===== config.mk =====
export PLATFORM = sky130hd
export DESIGN_NAME = restart_segment_deframer
export DESIGN_NICKNAME = d
export VERILOG_FILES = /design/src/hw/rtl/rsd_pkg.sv /design/src/hw/rtl/restart_segment_deframer.sv
export SDC_FILE = /design/constraint.sdc
export NUM_CORES = 1
export LEC_CHECK = 0
export CAP_MARGIN = 15
export CORE_UTILIZATION = 60
export CTS_CLUSTER_SIZE = 12
export DETAILED_ROUTE_END_ITERATION = 8
export DONT_BUFFER_PORTS = 1
export GPL_TIMING_DRIVEN = 1
export PLACE_DENSITY = 0.76
export REMOVE_ABC_BUFFERS = 1
export SYNTH_ARGS = -nofsm -noshare
export SYNTH_HDL_FRONTEND = slang
export SYNTH_SLANG_ARGS = --single-unit
export TNS_END_PERCENT = 50

===== constraint.sdc =====
create_clock -name clk -period 13.1 [get_ports clk]
set_input_delay 1.965 -clock clk [delete_from_list [all_inputs] [get_ports clk]]
set_output_delay 1.965 -clock clk [all_outputs]
set_load 0.005 [all_outputs]

===== src/hw/rtl/rsd_pkg.sv =====
// ----------------------------------------------------------------------------
// rsd_pkg
// Types, constants and helpers for the restart segment deframer.
// ----------------------------------------------------------------------------
package rsd_pkg;

  // Parse phases
  typedef enum logic [2:0] {
    PH_IDLE   = 3'd0,
    PH_HEADER = 3'd1,
    PH_GROUP  = 3'd2,
    PH_DATA   = 3'd3,
    PH_DONE   = 3'd4
  } phase_t;

  // Configuration register indexes
  localparam logic CFG_SUBPACKET_LENGTH  = 1'b0;
  localparam logic CFG_HEADER_LAST_INDEX = 1'b1;

  localparam logic [7:0] SUBPACKET_LENGTH_RST  = 8'd20;
  localparam logic [3:0] HEADER_LAST_INDEX_RST = 4'd7;
  localparam logic [3:0] HEADER_LAST_MIN       = 4'd7;

  // Header byte positions
  localparam logic [11:0] POS_START_HI  = 12'd4;
  localparam logic [11:0] POS_START_LO  = 12'd5;
  localparam logic [11:0] POS_PKT_LEN   = 12'd6;
  localparam logic [11:0] POS_FRAME     = 12'd7;
  localparam logic [11:0] POS_MAX       = 12'd4095;

  localparam logic [7:0] SINGLE_SEG_FLAG = 8'h80;
  localparam logic [6:0] SEG_LEN_MASK    = 7'h7F;
  localparam logic [3:0] SEG_COUNT_MASK  = 4'hF;
  localparam logic [1:0] CHECKPOINT_BYTES = 2'd2;

  // Result kinds
  localparam logic KIND_HEADER = 1'b0;
  localparam logic KIND_DATA   = 1'b1;

  // Result queue depth
  localparam int QDEPTH = 4;

  typedef struct packed {
    logic        kind;
    logic [7:0]  frame_number;
    logic [15:0] segment_number;
    logic [6:0]  segment_length;
    logic [7:0]  payload_byte;
    logic        last_in_segment;
  } result_t;

  function automatic result_t make_result(input logic kind, input logic [7:0] frame,
                                          input logic [15:0] seg, input logic [6:0] len,
                                          input logic [7:0] payload, input logic last);
    result_t r;
    r.kind            = kind;
    r.frame_number    = frame;
    r.segment_number  = seg;
    r.segment_length  = len;
    r.payload_byte    = payload;
    r.last_in_segment = last;
    return r;
  endfunction

endpackage


===== src/hw/rtl/restart_segment_deframer.sv =====
// ----------------------------------------------------------------------------
// restart_segment_deframer
// Cuts a stream of packet bytes into restart segments: header and data results.
// ----------------------------------------------------------------------------
//  channel  | direction | handshake           | payload
//  in       | in        | in_valid / in_stall | data_byte, packet_start
//  out      | out       | out_valid/out_stall | kind, frame_number, segment_number,
//           |           |                     | segment_length, payload_byte,
//           |           |                     | last_in_segment
//  cfg      | in        | write_enable        | write_index, write_data
//
// One byte is taken per cycle while in_stall is low; a byte lands in the
// input register, is parsed there, and its zero to two results enter a
// four-entry result queue once the queue has two free entries. The output
// side moves one result per cycle while out_stall is low. in_stall rises
// while the input register is full and the queue has fewer than two free
// entries. Synchronous reset clears all control state.
// ----------------------------------------------------------------------------
module restart_segment_deframer
  import rsd_pkg::*;
(
  input  logic        clk,
  input  logic        rst,
  // configuration
  input  logic        write_enable,
  input  logic        write_index,
  input  logic [7:0]  write_data,
  // byte input
  input  logic        in_valid,
  output logic        in_stall,
  input  logic [7:0]  data_byte,
  input  logic        packet_start,
  // result output
  output logic        out_valid,
  input  logic        out_stall,
  output logic        kind,
  output logic [7:0]  frame_number,
  output logic [15:0] segment_number,
  output logic [6:0]  segment_length,
  output logic [7:0]  payload_byte,
  output logic        last_in_segment
);

  localparam int QAW = $clog2(QDEPTH);
  localparam int QCW = QAW + 1;

  // configuration
  logic [7:0]  subpacket_length;
  logic [3:0]  header_last_index;

  // input register
  logic        pipe_valid;
  logic [7:0]  pipe_byte;
  logic        pipe_start;

  // parse state
  phase_t      phase, phase_next;
  logic [11:0] byte_position, byte_position_next;
  logic [7:0]  subpacket_offset, subpacket_offset_next;
  logic [1:0]  checkpoint_skip, checkpoint_skip_next;
  logic [7:0]  packet_length, packet_length_next;
  logic [7:0]  frame_reg, frame_reg_next;
  logic [7:0]  start_high, start_high_next;
  logic [15:0] segment_counter, segment_counter_next;
  logic [3:0]  groups_left, groups_left_next;
  logic [6:0]  current_length, current_length_next;
  logic [6:0]  bytes_left, bytes_left_next;

  // result queue
  result_t     queue [QDEPTH];
  logic [QAW-1:0] wr_ptr, rd_ptr;
  logic [QCW-1:0] count;

  logic        advance;
  logic        pop;
  logic [1:0]  push_n;
  result_t     res0, res1;

  logic [8:0]  off_inc;
  logic        cp_next;
  logic [3:0]  hdr_last;
  logic [3:0]  grp_count;
  logic [6:0]  grp_len;
  logic        last_data;

  assign advance  = pipe_valid && (count <= QCW'(QDEPTH - 2));
  assign in_stall = pipe_valid && !advance;
  assign out_valid = (count != '0);
  assign pop       = out_valid && !out_stall;

  assign kind            = queue[rd_ptr].kind;
  assign frame_number    = queue[rd_ptr].frame_number;
  assign segment_number  = queue[rd_ptr].segment_number;
  assign segment_length  = queue[rd_ptr].segment_length;
  assign payload_byte    = queue[rd_ptr].payload_byte;
  assign last_in_segment = queue[rd_ptr].last_in_segment;

  // Configuration
  always_ff @(posedge clk) begin
    if (rst) begin
      subpacket_length  <= SUBPACKET_LENGTH_RST;
      header_last_index <= HEADER_LAST_INDEX_RST;
    end else if (write_enable) begin
      case (write_index)
        CFG_SUBPACKET_LENGTH:  subpacket_length  <= write_data;
        CFG_HEADER_LAST_INDEX: header_last_index <= write_data[3:0];
        default: ;
      endcase
    end
  end

  // Input register
  always_ff @(posedge clk) begin
    if (rst) begin
      pipe_valid <= 1'b0;
    end else if (in_valid && !in_stall) begin
      pipe_valid <= 1'b1;
    end else if (advance) begin
      pipe_valid <= 1'b0;
    end
  end

  always_ff @(posedge clk) begin
    if (in_valid && !in_stall) begin
      pipe_byte  <= data_byte;
      pipe_start <= packet_start;
    end
  end

  // Parse step for the byte in the input register
  always_comb begin
    phase_next            = phase;
    byte_position_next    = byte_position;
    subpacket_offset_next = subpacket_offset;
    checkpoint_skip_next  = checkpoint_skip;
    packet_length_next    = packet_length;
    frame_reg_next        = frame_reg;
    start_high_next       = start_high;
    segment_counter_next  = segment_counter;
    groups_left_next      = groups_left;
    current_length_next   = current_length;
    bytes_left_next       = bytes_left;
    push_n                = 2'd0;
    res0                  = '0;
    res1                  = '0;
    off_inc               = 9'd0;
    cp_next               = 1'b0;
    hdr_last              = (header_last_index < HEADER_LAST_MIN) ? HEADER_LAST_MIN
                                                                 : header_last_index;
    grp_count             = 4'd0;
    grp_len               = 7'd0;
    last_data             = 1'b0;

    if (pipe_start) begin
      byte_position_next    = '0;
      subpacket_offset_next = '0;
      checkpoint_skip_next  = '0;
      groups_left_next      = '0;
      current_length_next   = '0;
      bytes_left_next       = '0;
      phase_next            = PH_HEADER;
    end

    if (phase_next != PH_IDLE && phase_next != PH_DONE) begin
      // offset within the sub-packet; a zero period means no checkpoints
      if (subpacket_length != '0) begin
        off_inc = {1'b0, subpacket_offset_next} + 9'd1;
        if (off_inc >= {1'b0, subpacket_length}) begin
          off_inc = 9'd0;
        end
        cp_next = (off_inc == 9'd0);
      end

      if (phase_next == PH_HEADER) begin
        case (byte_position_next)
          POS_START_HI: start_high_next      = pipe_byte;
          POS_START_LO: segment_counter_next = {start_high, pipe_byte};
          POS_PKT_LEN:  packet_length_next   = pipe_byte;
          POS_FRAME:    frame_reg_next       = pipe_byte;
          default: ;
        endcase
        if (byte_position_next >= {8'd0, hdr_last}) begin
          phase_next = PH_GROUP;
        end
      end else if (checkpoint_skip_next != '0) begin
        checkpoint_skip_next = checkpoint_skip_next - 2'd1;
      end else if (phase_next == PH_GROUP &&
                   byte_position_next >= {4'd0, packet_length_next}) begin
        // a group that would start at or past the packet length ends the packet
        phase_next = PH_DONE;
      end else if (phase_next == PH_GROUP) begin
        if ((pipe_byte & SINGLE_SEG_FLAG) != '0) begin
          grp_count = 4'd1;
          grp_len   = pipe_byte[6:0] & SEG_LEN_MASK;
        end else begin
          grp_count = pipe_byte[3:0] & SEG_COUNT_MASK;
          grp_len   = {3'd0, pipe_byte[7:4]} + 7'd1;
        end
        if (cp_next) begin
          checkpoint_skip_next = CHECKPOINT_BYTES;
        end
        if (grp_count != '0) begin
          current_length_next = grp_len;
          groups_left_next    = grp_count - 4'd1;
          push_n              = 2'd1;
          if (grp_len == '0) begin
            res0 = make_result(KIND_HEADER, frame_reg, segment_counter_next, grp_len,
                               8'd0, 1'b1);
            segment_counter_next = segment_counter_next + 16'd1;
          end else begin
            res0 = make_result(KIND_HEADER, frame_reg, segment_counter_next, grp_len,
                               8'd0, 1'b0);
            bytes_left_next = grp_len;
            phase_next      = PH_DATA;
          end
        end
      end else begin
        // data byte of the current segment
        last_data = (bytes_left_next <= 7'd1);
        push_n    = 2'd1;
        res0 = make_result(KIND_DATA, frame_reg, segment_counter_next, current_length_next,
                           pipe_byte, last_data);
        bytes_left_next = last_data ? 7'd0 : bytes_left_next - 7'd1;
        if (cp_next) begin
          checkpoint_skip_next = CHECKPOINT_BYTES;
        end
        if (last_data) begin
          segment_counter_next = segment_counter_next + 16'd1;
          if (groups_left_next != '0) begin
            groups_left_next = groups_left_next - 4'd1;
            bytes_left_next  = current_length_next;
            push_n           = 2'd2;
            res1 = make_result(KIND_HEADER, frame_reg, segment_counter_next,
                               current_length_next, 8'd0, current_length_next == '0);
            if (current_length_next == '0) begin
              segment_counter_next = segment_counter_next + 16'd1;
              phase_next           = PH_GROUP;
            end
          end else begin
            phase_next = PH_GROUP;
          end
        end
      end

      // hold position and offset once the packet is over
      if (phase_next != PH_DONE) begin
        if (byte_position_next < POS_MAX) begin
          byte_position_next = byte_position_next + 12'd1;
        end
        subpacket_offset_next = off_inc[7:0];
      end
    end
  end

  // Parse state registers
  always_ff @(posedge clk) begin
    if (rst) begin
      phase            <= PH_IDLE;
      byte_position    <= '0;
      subpacket_offset <= '0;
      checkpoint_skip  <= '0;
      packet_length    <= '0;
      frame_reg        <= '0;
      start_high       <= '0;
      segment_counter  <= '0;
      groups_left      <= '0;
      current_length   <= '0;
      bytes_left       <= '0;
    end else if (advance) begin
      phase            <= phase_next;
      byte_position    <= byte_position_next;
      subpacket_offset <= subpacket_offset_next;
      checkpoint_skip  <= checkpoint_skip_next;
      packet_length    <= packet_length_next;
      frame_reg        <= frame_reg_next;
      start_high       <= start_high_next;
      segment_counter  <= segment_counter_next;
      groups_left      <= groups_left_next;
      current_length   <= current_length_next;
      bytes_left       <= bytes_left_next;
    end
  end

  // Result queue
  always_ff @(posedge clk) begin
    if (advance && push_n != 2'd0) begin
      queue[wr_ptr] <= res0;
    end
    if (advance && push_n == 2'd2) begin
      queue[wr_ptr + QAW'(1)] <= res1;
    end
  end

  always_ff @(posedge clk) begin
    if (rst) begin
      wr_ptr <= '0;
      rd_ptr <= '0;
      count  <= '0;
    end else begin
      if (advance) begin
        wr_ptr <= wr_ptr + QAW'(push_n);
      end
      if (pop) begin
        rd_ptr <= rd_ptr + QAW'(1);
      end
      count <= count + (advance ? QCW'(push_n) : QCW'(0)) - QCW'(pop);
    end
  end

`ifndef ASSERT_OFF
  a_queue_bound: assert property (@(posedge clk) disable iff (rst)
    count <= QCW'(QDEPTH))
    else $error("result queue overfilled");

  a_data_phase_left: assert property (@(posedge clk) disable iff (rst)
    (phase == PH_DATA) == (bytes_left != '0))
    else $error("bytes_left out of step with data phase");

  a_skip_phase: assert property (@(posedge clk) disable iff (rst)
    checkpoint_skip != '0 |-> (checkpoint_skip <= CHECKPOINT_BYTES) &&
                              (phase == PH_GROUP || phase == PH_DATA))
    else $error("checkpoint skip outside group or data phase");

  a_idle_silent: assert property (@(posedge clk) disable iff (rst)
    (phase == PH_IDLE || phase == PH_DONE) && advance && !pipe_start |=>
      $stable(wr_ptr))
    else $error("result produced outside a packet");
`endif

endmodule


# Word level (Yosys, flattened, before mapping)
# Memories as Yosys holds them, arrays and structs flattened. A register that Yosys moved wholly into a read port is not among the register bits.
# Cells that the tools add are included.
# totals
latchBits	0
mem_bits_ro	0
register_bits	112
ram_bits	164
n_memories	1
# mem_list
name	depth	width	rd	rd_ports_with_merged_regs	wr	line	rtl
queue	4	41	1	1	2	restart_segment_deframer.sv:70	result_t queue [QDEPTH];
# op_classes
muxes	113
n_bitwise	1
addsub	14
reduce_logical	29
div	0
shift	0
magnitude_cmp	7
n_mul	0
eq_ne	14
# op_table
operator	n
2-to-1 mux 40 bit	8
2-to-1 mux 41 bit	5
2-to-1 mux 7 bit	24
2-to-1 mux 16 bit	10
2-to-1 mux 4 bit	16
== test 12 x 3 -> 1 bit (second input constant)	4
2-to-1 mux 12 bit	4
2-to-1 mux 3 bit	13
adder 16 x 1 -> 16 bit (second input constant)	2
2-to-1 mux 2 bit	16
2-to-1 mux 8 bit	4
2-to-1 mux 9 bit	3
logical NOT 7 bit	2
adder 12 x 1 -> 12 bit (second input constant)	1
greater-or-equal comparator 12 x 4 -> 1 bit	1
greater-or-equal comparator 12 x 8 -> 1 bit	1
less-than comparator 12 bit (second input constant)	1
AND reduction 4 bit	3
2-to-1 mux 1 bit	10
adder 8 x 1 -> 9 bit (second input constant)	1
greater-or-equal comparator 9 x 8 -> 1 bit	1
logical NOT 9 bit	1
nonzero test 3 bit	3
logical AND 1 bit	8
25 further kinds	36

# Logic depth before layout (Yosys ltp)
# logic_depth
word_depth	18
ltp_mapped	20
mapped_depth_nobuf	15

# Least setup slack after synthesis
# Ideal clock, no wire load.
# synth_timing
path_kind	register to register
start	reg pipe_start
end	reg count[2]
period_less_slack_ns	4.844
n_path_buf	7
setup_time_ns	0.128
arrival_ns	4.716
path_stages_with_launch	21
path_slack_ns	8.256
path_cell_list	edfxtp_1 buf_2 buf_1 clkbuf_1 clkbuf_1 clkbuf_1 nor2b_1 ha_1 a211oi_1 o221ai_1 o21bai_1 clkbuf_1 a211oi_2 clkbuf_1 nand3_1 ha_1 inv_1 ha_1 fa_1 xnor2_1 nor2_1
# synth_between
elab_chain_len	12
# synth_lines
item	line	rtl
start, declared	restart_segment_deframer.sv:54	logic pipe_start;
start signal, assigned	restart_segment_deframer.sv:126	pipe_start <= packet_start;
parallel branches: the longest is 8 deep, another holds <= comparator 7 x 1 -> 1 bit	--	
2-to-1 mux 2 bit *	restart_segment_deframer.sv:164	if (phase_next != PH_IDLE && phase_next != PH_DONE) begin
2-to-1 mux 2 bit *	restart_segment_deframer.sv:306	count <= count + (advance ? QCW'(push_n) : QCW'(0)) - QCW'(pop);
adder 3 x 2 -> 3 bit *	restart_segment_deframer.sv:306	
subtractor 3 x 1 -> 3 bit *	restart_segment_deframer.sv:306	
end signal, assigned	restart_segment_deframer.sv:306	
end, declared	restart_segment_deframer.sv:72	logic [QCW-1:0] count;
# Mark *: on every way between the ends.
# A chain may end at the register's enable or synchronous reset.

==> impl_metrics.toml <==
[outcome]
status = "finished, final reports clean"

[synth]
ys_seq_area_share_pct = 46.1
yosysTopAreaCell = "edfxtp_1"
ys_warn_count = 0
synth.area.top_cells = "edfxtp_1 (27%), dfxtp_1 (19%), mux4_2 (6.1%)"
synth-edff-count = 137
synth-seq-cells = 278
yosys-top-cells-count = "nand2_1 (244), dfxtp_1 (141), edfxtp_1 (137)"
ys_types = 83
synth_top_area_share_pct = 27.4
yosysMostFrequentCell = "nand2_1"
synth_area_um2 = 15000
avgSynthCellArea_um2 = 9.44
synthArstFlopShare_pct = 0
netlist_instances = 1592
ys.flop_type = "dfxtp_1"

[drt]
wl_per_cell_um = 22.4
route.vias.total = 12500
drt_iter0_markers = 1486
drcViolationCount = 0
first_pass_iters = 6
vias_per_cell = 6.68
ant_nets = 0
drt_wl_total_um = 41700

[global_route]
grt_pass1_vias = 12000
grt_start_max_net_pins = 90
grt_overflow_total = 0
antenna_found_initial = 0
track_usage_pct = 32.7
grt_pass1_wl_um = 66500

[placed_design]
dp_hpwl_um = 28000
dp_worst_setup_slack_ps = 7450
io_buffers = 0
place_congestion = 0.975

[setup_path]
crit_fanout = 61
r2r_slack_ps = 7370
critPathRequiredTime_ps = 13340
slowest_stage = "nor3_4"
reg2reg_from = "pipe_start"
crit_path_max_incr_delay_ps = 880
path_cells = "buf_4, inv_1, nand2_1, ha_1, o21ba_2, o31ai_1, and3_1, nand2_1, nor3_4, nor2_1, inv_1, buf_4"
rr_endpoint = "queue[1][38]"
startpoint_type = "flip-flop"
critical_path_class = "reg2reg"
worstRegToRegCells = 12
arrival_ps = 5970
end_kind = "flip-flop"

[sta]
slew_headroom_pct = 23.5
tightest_slew_ps = 1140
slew_violations = 0
rsz0062_at_grt = "no"
setup_violations = 0
skew_ps = 13.0
period_share_pct = 43.7
fmax_mhz = 175
hold_violations = 0
setup_tns_ps = 0
hold_slack_ps = 449
period_needed_ps = 5730
layout_setup_ws_ps = 7370

[floorplan]
start_util_pct = 61.5
pin_count = 66
die_h_um = 160
fp.coreArea_um2 = 24500
row_count = 57
die_w_um = 160
dieArea_um2 = 25700

[cells_and_area]
largest_reg_flops = 164
nFillCells = 1950
num_antenna_cells = 0
top_register = "queue"
final_util_pct = 65.5
drive_gt1_share_pct = 8.51
reg_top3 = "queue (164), segment_counter (16), byte_position (12)"
syn_to_final_growth_pct = 6.57
final_nets = 1580

[pwr]
p_total_mw = 1.98
leakagePower_nw = 5.23
combPwrFrac_pct = 12.1
p_sw_mw = 0.516
switching_share_pct = 26.1
p_per_area_nw_per_um2 = 124
peakVddDrop_mv = 0.0962
intPower_mw = 1.47
clkPwrFrac_pct = 39.6
seqPwrFrac_pct = 48.3

[clock_tree]
root_buffer = "clkbuf_16"
cts_tree = "done"
htree_levels = 1
worstSkewPairLatency_ps = 570
clk_pin_slew_ps = 70
cts_hold_buf = 0
clock_path_buffers = 3
cts.sinks = 278
cts_buffers = 29
post-cts-setup-buffers = 0
cts_resized = 0

[hold_path]
hold_start = "start_high[2]"
hold_end = "start_high[2]"
hp-class = "reg2reg"
min_path_cells = 2

[job]
cap_violations = 0
==> how the worst max path moves through the flow <==
stage	start	to	slack (ps)	cells past startpoint
floorplan	pipe_start	queue[0][0]	6750	7
global placement	pipe_start	queue[1][32]	7670	12
detailed placement	pipe_start	queue[1][26]	7450	12
CTS	pipe_start	queue[1][38]	7430	12
global route	pipe_start	queue[1][38]	6940	12
finish	pipe_start	queue[1][38]	7370	12
==> cells by family (layout without fill, tap and decap cells) <==
| kind of cell | count (synthesis) | count (layout) | share of synthesized area, % |
|---|---|---|---|
| fa+ha+maj | 37 | 37 | 3.13 |
| xor+xnor | 33 | 33 | 1.92 |
| simple gates | 623 | 623 | 20.1 |
| flops | 278 | 278 | 46.1 |
| compound gates | 408 | 408 | 17.9 |
| buf+inv | 170 | 118 | 4.52 |
| mux | 43 | 43 | 6.28 |
==> stage by stage <==
step / instance area [µm²] / instances
after floorplan: 14500 / 1469
after global placement: 15100 / 1812
after detailed placement: 15100 / 1812
after CTS: 16000 / 1863
after global routing: 16000 / 1864
final: 16000 / 1864
==> worst max-delay path: cells and delay by family (launching register included) <==
| kind | cells | cell delay, ps |
|---|---|---|
| AND/OR/NAND/NOR | 5 | 2550 |
| flip-flops | 1 | 330 |
| buffers and inverters | 4 | 1690 |
| AO/OA/AOI/OAI | 2 | 650 |
| adder cells (fa/ha/maj) | 1 | 150 |
==> cell type report <==
cell class / count / area (µm²) / share of cell area (%)
Inverter: 47 / 176 / 1.10
Multi-Input combinational cell: 1144 / 7470 / 46.6
Clock inverter: 4 / 60.1 / 0.375
Tap cell: 324 / 405 / 2.53
Sequential cell: 278 / 6940 / 43.3
Clock buffer: 47 / 823 / 5.14
Timing Repair Buffer: 20 / 150 / 0.937
==> metal layers <==
layer	wire, µm	up-vias	GRT usage [%]
met5	0	-	0
met1	17000	5924	44.7
li1	-	5714	-
met2	19200	694	52.6
met4	1540	0	12.3
met3	4010	122	5.19
==> cell usage in the layout, fill, tap and decap left out, types with 23 or more instances in the layout <==
cell type / n
nand2_1: 244
dfxtp_1: 139
edfxtp_1: 137
a21oi_1: 116
nor2_1: 106
o21ai_0: 78
nand3_1: 59
inv_1: 46
nor2b_1: 43
mux4_2: 41
ha_1: 36
o22ai_1: 35
and2_1: 30
clkbuf_16: 29
a32o_1: 25
nor3_1: 23
==> power by group through the flow <==
stage          registers (mW)  clock network [mW]  logic, mW
2_1_floorplan           0.990                   0      0.148
3_3_place_gp            0.972                   0      0.234
3_5_place_dp            0.973                   0      0.239
4_1_cts                 0.955               0.789      0.239
5_1_grt                 0.958               0.827      0.261
6_report                0.957               0.786      0.240
Note: power is estimated with default switching activity, not from simulation.
